[src/sv/mfde_pkg.sv]
package mfde_pkg;

	localparam int MAX_WIDTH    = 128;
	localparam int MAX_PAGES    = 8;
	localparam int BUFFER_BYTES = 1024;

	localparam int ADDR_W = $clog2(BUFFER_BYTES);
	localparam int U_W    = $clog2(BUFFER_BYTES + 1);
	localparam int W_W    = $clog2(MAX_WIDTH + 1);
	localparam int H_W    = $clog2(MAX_PAGES * 8 + 1);
	localparam int PG_W   = $clog2(MAX_PAGES + 1);
	localparam int CRD_W  = 12;
	localparam int LEN_W  = 10;
	localparam int QDEPTH = 2;
	localparam int QPTR_W = $clog2(QDEPTH);
	localparam int QCNT_W = $clog2(QDEPTH + 1);

	localparam logic [2:0] FUNC_PIXEL  = 3'd0;
	localparam logic [2:0] FUNC_LINE   = 3'd1;
	localparam logic [2:0] FUNC_RECT   = 3'd2;
	localparam logic [2:0] FUNC_CIRCLE = 3'd3;
	localparam logic [2:0] FUNC_FILL   = 3'd4;
	localparam logic [2:0] FUNC_READ   = 3'd5;

	localparam logic [1:0] CFG_WIDTH  = 2'd0;
	localparam logic [1:0] CFG_HEIGHT = 2'd1;

	typedef enum logic [2:0] {
		CMD_PIXEL,
		CMD_LINE,
		CMD_RECT,
		CMD_CIRCLE,
		CMD_FILL,
		CMD_READ,
		CMD_NOP
	} cmd_t;

	typedef struct packed {
		cmd_t               cmd;
		logic signed [8:0]  xs;
		logic signed [8:0]  ys;
		logic signed [8:0]  xe;
		logic signed [8:0]  ye;
		logic [7:0]         rw;
		logic [7:0]         rh;
		logic [7:0]         rad;
		logic               filled;
		logic               white;
		logic [9:0]         bidx;
	} cmd_entry_t;

	typedef struct packed {
		logic       valid;
		cmd_entry_t entry;
	} queue_head_t;

	typedef struct packed {
		logic pop;
		logic clear_done;
	} back_status_t;

endpackage

[src/sv/mfde_front.sv]
module mfde_front (
	input  logic                   clk,
	input  logic                   arst_n,
	input  logic                   s_axis_tvalid,
	output logic                   s_axis_tready,
	input  logic [71:0]            s_axis_tdata,
	input  logic [2:0]             s_axis_tuser,
	output mfde_pkg::queue_head_t  head,
	input  mfde_pkg::back_status_t status
);
	import mfde_pkg::*;

	cmd_entry_t        entry;
	cmd_entry_t        mem_q [QDEPTH];
	logic [QPTR_W-1:0] wr_ptr_q;
	logic [QPTR_W-1:0] rd_ptr_q;
	logic [QCNT_W-1:0] count_q;
	logic              push;

	always_comb begin
		unique case (s_axis_tuser)
			FUNC_PIXEL:  entry.cmd = CMD_PIXEL;
			FUNC_LINE:   entry.cmd = CMD_LINE;
			FUNC_RECT:   entry.cmd = CMD_RECT;
			FUNC_CIRCLE: entry.cmd = CMD_CIRCLE;
			FUNC_FILL:   entry.cmd = CMD_FILL;
			FUNC_READ:   entry.cmd = CMD_READ;
			default:     entry.cmd = CMD_NOP;
		endcase
		entry.xs     = s_axis_tdata[8:0];
		entry.ys     = s_axis_tdata[17:9];
		entry.xe     = s_axis_tdata[26:18];
		entry.ye     = s_axis_tdata[35:27];
		entry.rw     = s_axis_tdata[43:36];
		entry.rh     = s_axis_tdata[51:44];
		entry.rad    = s_axis_tdata[59:52];
		entry.filled = s_axis_tdata[60];
		entry.white  = s_axis_tdata[61];
		entry.bidx   = s_axis_tdata[71:62];
	end

	assign s_axis_tready = (count_q != QCNT_W'(QDEPTH)) && status.clear_done;
	assign push          = s_axis_tvalid && s_axis_tready;
	assign head.valid    = (count_q != '0);
	assign head.entry    = mem_q[rd_ptr_q];

	always_ff @(posedge clk) begin
		if (push) begin
			mem_q[wr_ptr_q] <= entry;
		end
	end

	always_ff @(posedge clk or negedge arst_n) begin
		if (!arst_n) begin
			wr_ptr_q <= '0;
			rd_ptr_q <= '0;
			count_q  <= '0;
		end else begin
			if (push) begin
				wr_ptr_q <= (wr_ptr_q == QPTR_W'(QDEPTH - 1)) ? '0 : wr_ptr_q + 1'b1;
			end
			if (status.pop) begin
				rd_ptr_q <= (rd_ptr_q == QPTR_W'(QDEPTH - 1)) ? '0 : rd_ptr_q + 1'b1;
			end
			count_q <= count_q + QCNT_W'(push) - QCNT_W'(status.pop);
		end
	end

endmodule

[config.mk]
export PLATFORM = sky130hd
export DESIGN_NAME = mfde_front
export DESIGN_NICKNAME = d
export VERILOG_FILES = /design/src/sv/mfde_pkg.sv /design/src/sv/mfde_front.sv
export SDC_FILE = /design/constraint.sdc
export NUM_CORES = 1
export LEC_CHECK = 0
export ABC_AREA = 1
export BUFFER_PORTS_ARGS = -buffer_cell sky130_fd_sc_hd__buf_2
export CAP_MARGIN = 20
export CORE_MARGIN = 5
export CORE_UTILIZATION = 40
export DETAILED_ROUTE_END_ITERATION = 16
export PLACE_DENSITY = 0.61
export SYNTH_ARGS = -nofsm -noshare
export SYNTH_HDL_FRONTEND = slang
export SYNTH_SLANG_ARGS = --single-unit
[constraint.sdc]
create_clock -name clk -period 6.2 [get_ports clk]
set_input_delay 1.86 -clock clk [delete_from_list [all_inputs] [get_ports clk]]
set_output_delay 1.86 -clock clk [all_outputs]
set_load 0.01 [all_outputs]
# After elaboration in Yosys (flattened, before gate mapping)
# Memories as Yosys holds them, arrays and structs flattened.
# Cells that the tools add are included.
[classes]
add_sub_neg = 4
multipliers = 0
div_mod_pow = 0
magnitude_cmp = 0
n_eq_ne = 6
shift = 0
n_mux = 5
bitwise = 0
reduce_logical = 4
[ops]
columns = ["operator", "count"]
rows = [
  ["$pmux W3 S6", 1],
  ["$eq A3 B2 Y1 const B", 2],
  ["$eq A3 B3 Y1 const B", 2],
  ["$mux W1", 4],
  ["$eq A3 B1 Y1 const B", 1],
  ["$logic_not A3 Y1", 1],
  ["$add A1 B1 Y1 const B", 2],
  ["$add A2 B1 Y2", 1],
  ["$logic_and A1 B1 Y1", 2],
  ["$ne A2 B2 Y1 const B", 1],
  ["$reduce_bool A2 Y1", 1],
  ["$sub A2 B1 Y2", 1],
]
[word_totals]
ff_bits = 4
latchBits = 0
ram_bits = 150
romBits = 0
input_bits = 80
mem_count = 1
[mem_list]
columns = ["name", "depth", "word_bits", "rd", "rd_clocked_by_memory_dff", "write_ports", "line_no", "rtl"]
rows = [
  ["mem_q", 2, 75, 1, 0, 1, "mfde_front.sv:14", "cmd_entry_t mem_q [QDEPTH];"],
]

# Longest topological paths before layout
# Gate-level depths: netlist of run 1.
[depth]
word_depth = 5
ltp_mapped = 9

# Worst setup path after synthesis of run 1
# No wires, ideal clock.
[synth_path]
path_type = "input to register"
start = "input s_axis_tvalid"
end = "memory mem_q[1][0] (netlist name) (enable)"
setup_time_ns = 0.509
arrival_ns = 5.114
t_required_ns = 5.691
path_slack_ns = 0.577
cell_stages = 2
path_buffers = 0
path_cell_list = "nand3_1 > nor2_1"
[synth_between]
elab_chain_len = 3
[synth_rtl]
columns = ["item", "line_no", "rtl"]
rows = [
  ["start, declared", "mfde_front.sv:4", "input logic s_axis_tvalid,"],
  ["$logic_and A1 B1 Y1", "mfde_front.sv:43", "assign push = s_axis_tvalid && s_axis_tready;"],
  ["$mux W1", "mfde_front.sv:48", "if (push) begin"],
  ["$mux W1 (implied by the code)", "mfde_front.sv:49", "mem_q[wr_ptr_q] <= entry;"],
  ["end, declared", "mfde_front.sv:14", ""],
]
# Every way passes these cells.

==> results.py, run 1 <==
metrics = {
    "outcome": {
        "status": "finished, final reports clean",
    },
    "cts": {
        "htree_levels": 4,
        "clk_path_buf_depth": 2,
        "insertion_delay_ps": 410,
        "ctsResizeCount": 0,
        "clk_root_buffer_cell": "clkbuf_16",
        "clock_sinks": 154,
        "path_clk_slew_ps": 60,
        "cts_tree": "done",
        "cts_setup_buffers": 0,
        "cts_hold_repair.buffers": 0,
        "cts_inserted_buffers": 17,
    },
    "synth": {
        "synth_common_cells": "edfxtp_1, nand2_1, inv_1",
        "async_flop_share": 0.0260,
        "synth_largest_type_area_fraction": 0.773,
        "syn_nets": 504,
        "ys_seq_elements": 154,
        "syn_area_per_cell_sq_um": 13.8,
        "ys.flop_type": "edfxtp_1",
        "yosys_warnings": 0,
        "synth.most_common_cell": "edfxtp_1",
        "synth_cells": 422,
        "synth.cell_area_sq_mm": 0.00582,
        "synth_cell_types": 16,
        "synth_top_cell_by_area": "edfxtp_1",
        "yosys-top-cells-area": "edfxtp_1, o21ai_0, nand2_1, inv_1, dfrtp_1",
        "synth_edf_count": 150,
        "seq_area_frac_synth": 0.791,
    },
    "routing": {
        "viasPerCell": 4.38,
        "vias": 3406,
        "wl_per_cell_um": 13.6,
        "route.detailed.drc": 0,
        "dr.pass1.iters": 4,
        "ant_nets": 0,
        "finalWirelength_mm": 10.5,
        "drtIter0Drc": 188,
    },
    "die": {
        "die-area_sq_mm": 0.0171,
        "pin_count": 157,
        "rows": 44,
        "dieHeight_um": 131,
        "fp.coreArea_sq_mm": 0.0144,
        "start_util": 0.404,
        "die_x_um": 131,
    },
    "grt": {
        "grt_usage": 0.128,
        "grt_pass1_vias": 3363,
        "antenna_found_initial": 0,
        "grt.overflow.total": 0,
        "grt_pass1_wl_mm": 16.5,
        "grt_max_degree": 108,
    },
    "sta": {
        "fin_setup_tns_ps": 0,
        "finalSetupViolations": 0,
        "tightest_slew_ps": 1010,
        "fmax_mhz": 241,
        "relSlewSlack": 0.328,
        "timing.final.max_slew_violations": 0,
        "hold_viol": 0,
        "rsz0062_at_grt": "no",
        "skew_ps": 7.39,
        "min_period_ps": 4160,
        "fin_crit_sh": 0.671,
    },
    "setup_path": {
        "critPathRequiredTime_ps": 4340,
        "critPathCaptureType": "output port",
        "crit_type": "flip-flop to output port",
        "cp_max_fo": 107,
        "cp-start-kind": "flip-flop",
        "critPathArrivalTime_ps": 2300,
    },
    "power_and_ir_drop": {
        "leakage_nw": 3.08,
        "finalPower_mw": 3.08,
        "cellPowerDensity_mw_per_mm2": 424,
        "ir_drop_v": 0.000216,
    },
    "placement": {
        "gp_congestion": 0.725,
        "io_buffer_count": 156,
        "hpwl_mm": 6.79,
    },
    "cells_and_area": {
        "drive_gt1_frac": 0.313,
        "final_util": 0.503,
        "n_antenna_cell": 0,
        "area_growth_syn_to_layout_pct": 24.6,
        "final_nets": 664,
    },
    "run": {
        "maxCapViolCount": 0,
    },
    "hold_path": {
        "hp-class": "flip-flop to flip-flop",
    },
}
==> registers in the layout, summed over array words and instances, names as in the netlist <==
signal,cells
count_q,2
mem_q,150
rd_ptr_q,1
wr_ptr_q,1
==> power by group <==
part	switching [mW]	internal [mW]	leakage, nW
sequential	0.118	1.30	1.42
combinational	0.443	0.269	1.40
clock	0.370	0.581	0.260
==> worst max-delay path: stages (launching register included) <==
cell     delay, ps
dfrtp_4       1040
buf_4          480
o21ai_0        190
buf_2          170
==> path summary, 6_finish.rpt <==
kind                           from      endpoint  slack (ps)  cells past startpoint
setup reg to reg           wr_ptr_q  mem_q[0][64]        4100                      4
max in group asynchronous    arst_n      rd_ptr_q        4810                      1
hold / removal             wr_ptr_q      wr_ptr_q         490                      2
setup / recovery           rd_ptr_q      head[56]        2040                      3
min in group asynchronous    arst_n      wr_ptr_q        1250                      1
hold reg to reg            wr_ptr_q      wr_ptr_q         490                      2
==> cell families (layout without fill, tap and decap cells) <==
kind of cell	count (synthesis)	after routing	synth area share
buffers and inverters	100	272	0.0791
adders and majority gates	2	2	0.00430
and+or+nand+nor	88	88	0.0576
DFF	154	154	0.791
AOI/OAI and AO/OA	77	77	0.0670
xor gates and xnor gates	1	1	0.00150
==> through the flow <==
step                      area, sq um  hold slack, ps  worst slack [ps]  cells
after floorplan                  5820             442               577    422
after global placement           6720             455              2070    747
after detailed placement         6720             482              2070    747
final                            7260             493              2040    778
after CTS                        7260             495              1930    778
after global routing             7260             513              1780    778
==> cell usage in the layout, fill, tap and decap left out, drive strengths merged <==
| master | count |
|---|---|
| nand2 | 84 |
| clkbuf | 20 |
| a21boi | 2 |
| o21ai | 75 |
| clkinv | 8 |
| ha | 2 |
| nand4 | 1 |
| inv | 81 |
| xor2 | 1 |
| nor2 | 1 |
| clkinvlp | 2 |
| dfrtp | 4 |
| nand3 | 2 |
| edfxtp | 150 |
| bufinv | 2 |
| buf | 159 |
==> per-layer routing <==
metal | vias to the layer above | track usage | share of wire
met2 | 96 | 0.208 | 0.49
met3 | 15 | 0.0516 | 0.079
met5 | - | 0 | 0
met1 | 1554 | 0.150 | 0.41
li1 | 1741 | - | -
met4 | 0 | 0.0593 | 0.018
==> layout make-up <==
type | count | area, sq um
Fill cell | 1290 | 7160
Clock buffer | 20 | 437
Timing Repair Buffer | 159 | 803
Clock inverter | 11 | 105
Inverter | 82 | 309
Sequential cell | 154 | 4610
Multi-Input combinational cell | 168 | 767
Tap cell | 184 | 230
Note: power is estimated with default switching activity, not from simulation.
==> run 2, diff against run 1 <==
==> constraint.sdc (replaced) <==
create_clock -name clk -period 3.85 [get_ports clk]
set_input_delay 1.155 -clock clk [delete_from_list [all_inputs] [get_ports clk]]
set_output_delay 1.155 -clock clk [all_outputs]
set_load 0.01 [all_outputs]
==> results.py, run 2 (same netlist as run 1, synthesis figures left out) <==
metrics = {
    "cts": {
        "cts_setup_buffers": 0,
        "path_clk_slew_ps": 60,
        "htree_levels": 4,
        "ctsResizeCount": 0,
        "insertion_delay_ps": 420,
        "clock_sinks": 154,
        "clk_root_buffer_cell": "clkbuf_16",
        "cts_tree": "done",
        "cts_inserted_buffers": 17,
        "clk_path_buf_depth": 2,
        "cts_hold_repair.buffers": 0,
    },
    "setup_path": {
        "crit_chain": "buf_4, nand2_1, o21ai_0, buf_2",
        "critPathSlowestCell": "dfrtp_4",
        "crit_family": "flip-flops",
        "crit_type": "flip-flop to output port",
        "cp_num_buf_inv": 2,
        "critPathRequiredTime_ps": 2690,
        "critPathCaptureType": "output port",
        "critPathArrivalTime_ps": 1960,
        "cp-start-kind": "flip-flop",
        "cp_max_fo": 63,
        "slowest_delay_ps": 800,
    },
    "sta": {
        "timing.final.max_slew_violations": 0,
        "hold_viol": 0,
        "finalSetupViolations": 0,
        "fin_setup_tns_ps": 0,
        "min_period_ps": 3110,
        "relSlewSlack": 0.619,
        "fmax_mhz": 321,
        "whs_ps": 484,
        "skew_ps": 8.70,
        "rsz0062_at_grt": "no",
        "tightest_slew_ps": 572,
        "fin_crit_sh": 0.808,
    },
    "die": {
        "fp.coreArea_sq_mm": 0.0144,
        "die_x_um": 131,
        "die-area_sq_mm": 0.0171,
        "pin_count": 157,
        "dieHeight_um": 131,
        "start_util": 0.404,
        "rows": 44,
    },
    "routing": {
        "viasPerCell": 4.49,
        "route.detailed.drc": 0,
        "wl_per_cell_um": 14.0,
        "vias": 3514,
        "ant_nets": 0,
        "finalWirelength_mm": 11.0,
        "dr.pass1.iters": 4,
        "drtIter0Drc": 184,
    },
    "hold_path": {
        "hp-class": "flip-flop to flip-flop",
    },
    "run": {
        "maxCapViolCount": 0,
    },
    "cells_and_area": {
        "largest_reg_flops": 150,
        "area_growth_syn_to_layout_pct": 26.9,
        "top_regs": "mem_q (150), count_q (2)",
        "final_cell_area_sq_mm": 0.00739,
        "drive_gt1_frac": 0.326,
        "layout_common_cells": "buf_2, edfxtp_1, nand2_1, inv_1, o21ai_0",
        "regMostFlops": "mem_q",
        "n_antenna_cell": 0,
        "layout_commonest_cell": "buf_2",
        "final_nets": 668,
    },
    "power_and_ir_drop": {
        "seq_power_share": 0.425,
        "p_clk_frac": 0.339,
        "ir_drop_v": 0.000326,
        "internal_power_mw": 3.68,
        "finalPower_mw": 5.23,
        "cellPowerDensity_mw_per_mm2": 708,
        "leakage_nw": 3.14,
        "power_frac_comb": 0.236,
        "switchingPower_mw": 1.55,
        "switching_share": 0.296,
    },
    "grt": {
        "grt_pass1_wl_mm": 16.9,
        "antenna_found_initial": 0,
        "grt_max_degree": 64,
        "grt_pass1_vias": 3500,
        "grt.overflow.total": 0,
        "grt_usage": 0.132,
    },
    "outcome": {
        "status": "finished, final reports clean",
    },
    "placement": {
        "placed_area_sq_mm": 0.00676,
        "hpwl_mm": 7.41,
        "io_buffer_count": 156,
        "gp_congestion": 0.710,
    },
}
## run 2: changes by cell type in the layout (fill, tap and decap cells not counted)
| cell | before | now |
|---|---|---|
| clkinv_4 | 0 | 1 |
| clkinvlp_4 | 2 | 3 |
| buf_12 | 0 | 1 |
| clkinv_1 | 4 | 1 |
| buf_4 | 3 | 6 |
| bufinv_16 | 2 | 5 |
| clkbuf_1 | 3 | 2 |
## run 2: layer usage
metal	routed length, um	vias up	GRT usage
li1	-	1747	-
met1	4570	1648	0.161
met2	5370	104	0.213
met3	866	15	0.0528
met4	168	0	0.0514
met5	0	-	0
## run 2: cell type report
cell class,count,area (sq um)
Clock buffer,19,433
Clock inverter,13,200
Fill cell,1262,7030
Inverter,82,309
Multi-Input combinational cell,168,767
Sequential cell,154,4610
Tap cell,184,230
Timing Repair Buffer,163,846
## run 2: worst reg2reg max path, cell delays in order (launching register included)
cell and delay (ps):
dfrtp_1 380, inv_1 110, nand2_1 80, nand4_1 140, clkinv_2 460, buf_4 430
## run 2: power by group through the flow
stage	registers (mW)	logic (mW)	clock network, mW
after floorplan	2.17	0.845	0
after CTS	2.23	1.27	1.82
after global routing	2.26	1.39	1.90
after global placement	2.25	1.25	0
after detailed placement	2.26	1.27	0
final	2.22	1.23	1.78
## run 2: through the flow
step                std cells   util  worst slack (ps)
floorplan                 422      -               184
CTS                       783  0.513               654
finish                    783  0.513               739
detailed placement        751  0.469              1080
global route              783  0.513               521
global placement          751  0.469              1100
## run 2: final timing paths
| check | cells past startpoint | slack (ps) | start | endpoint |
|---|---|---|---|---|
| setup / recovery | 4 | 740 | rd_ptr_q | head[70] |
| hold / removal | 2 | 480 | wr_ptr_q | wr_ptr_q |
| setup reg to reg | 5 | 1980 | count_q[0] | mem_q[0][68] |
| hold reg to reg | 2 | 480 | wr_ptr_q | wr_ptr_q |
| max in group asynchronous | 1 | 3180 | arst_n | rd_ptr_q |
| min in group asynchronous | 1 | 540 | arst_n | rd_ptr_q |
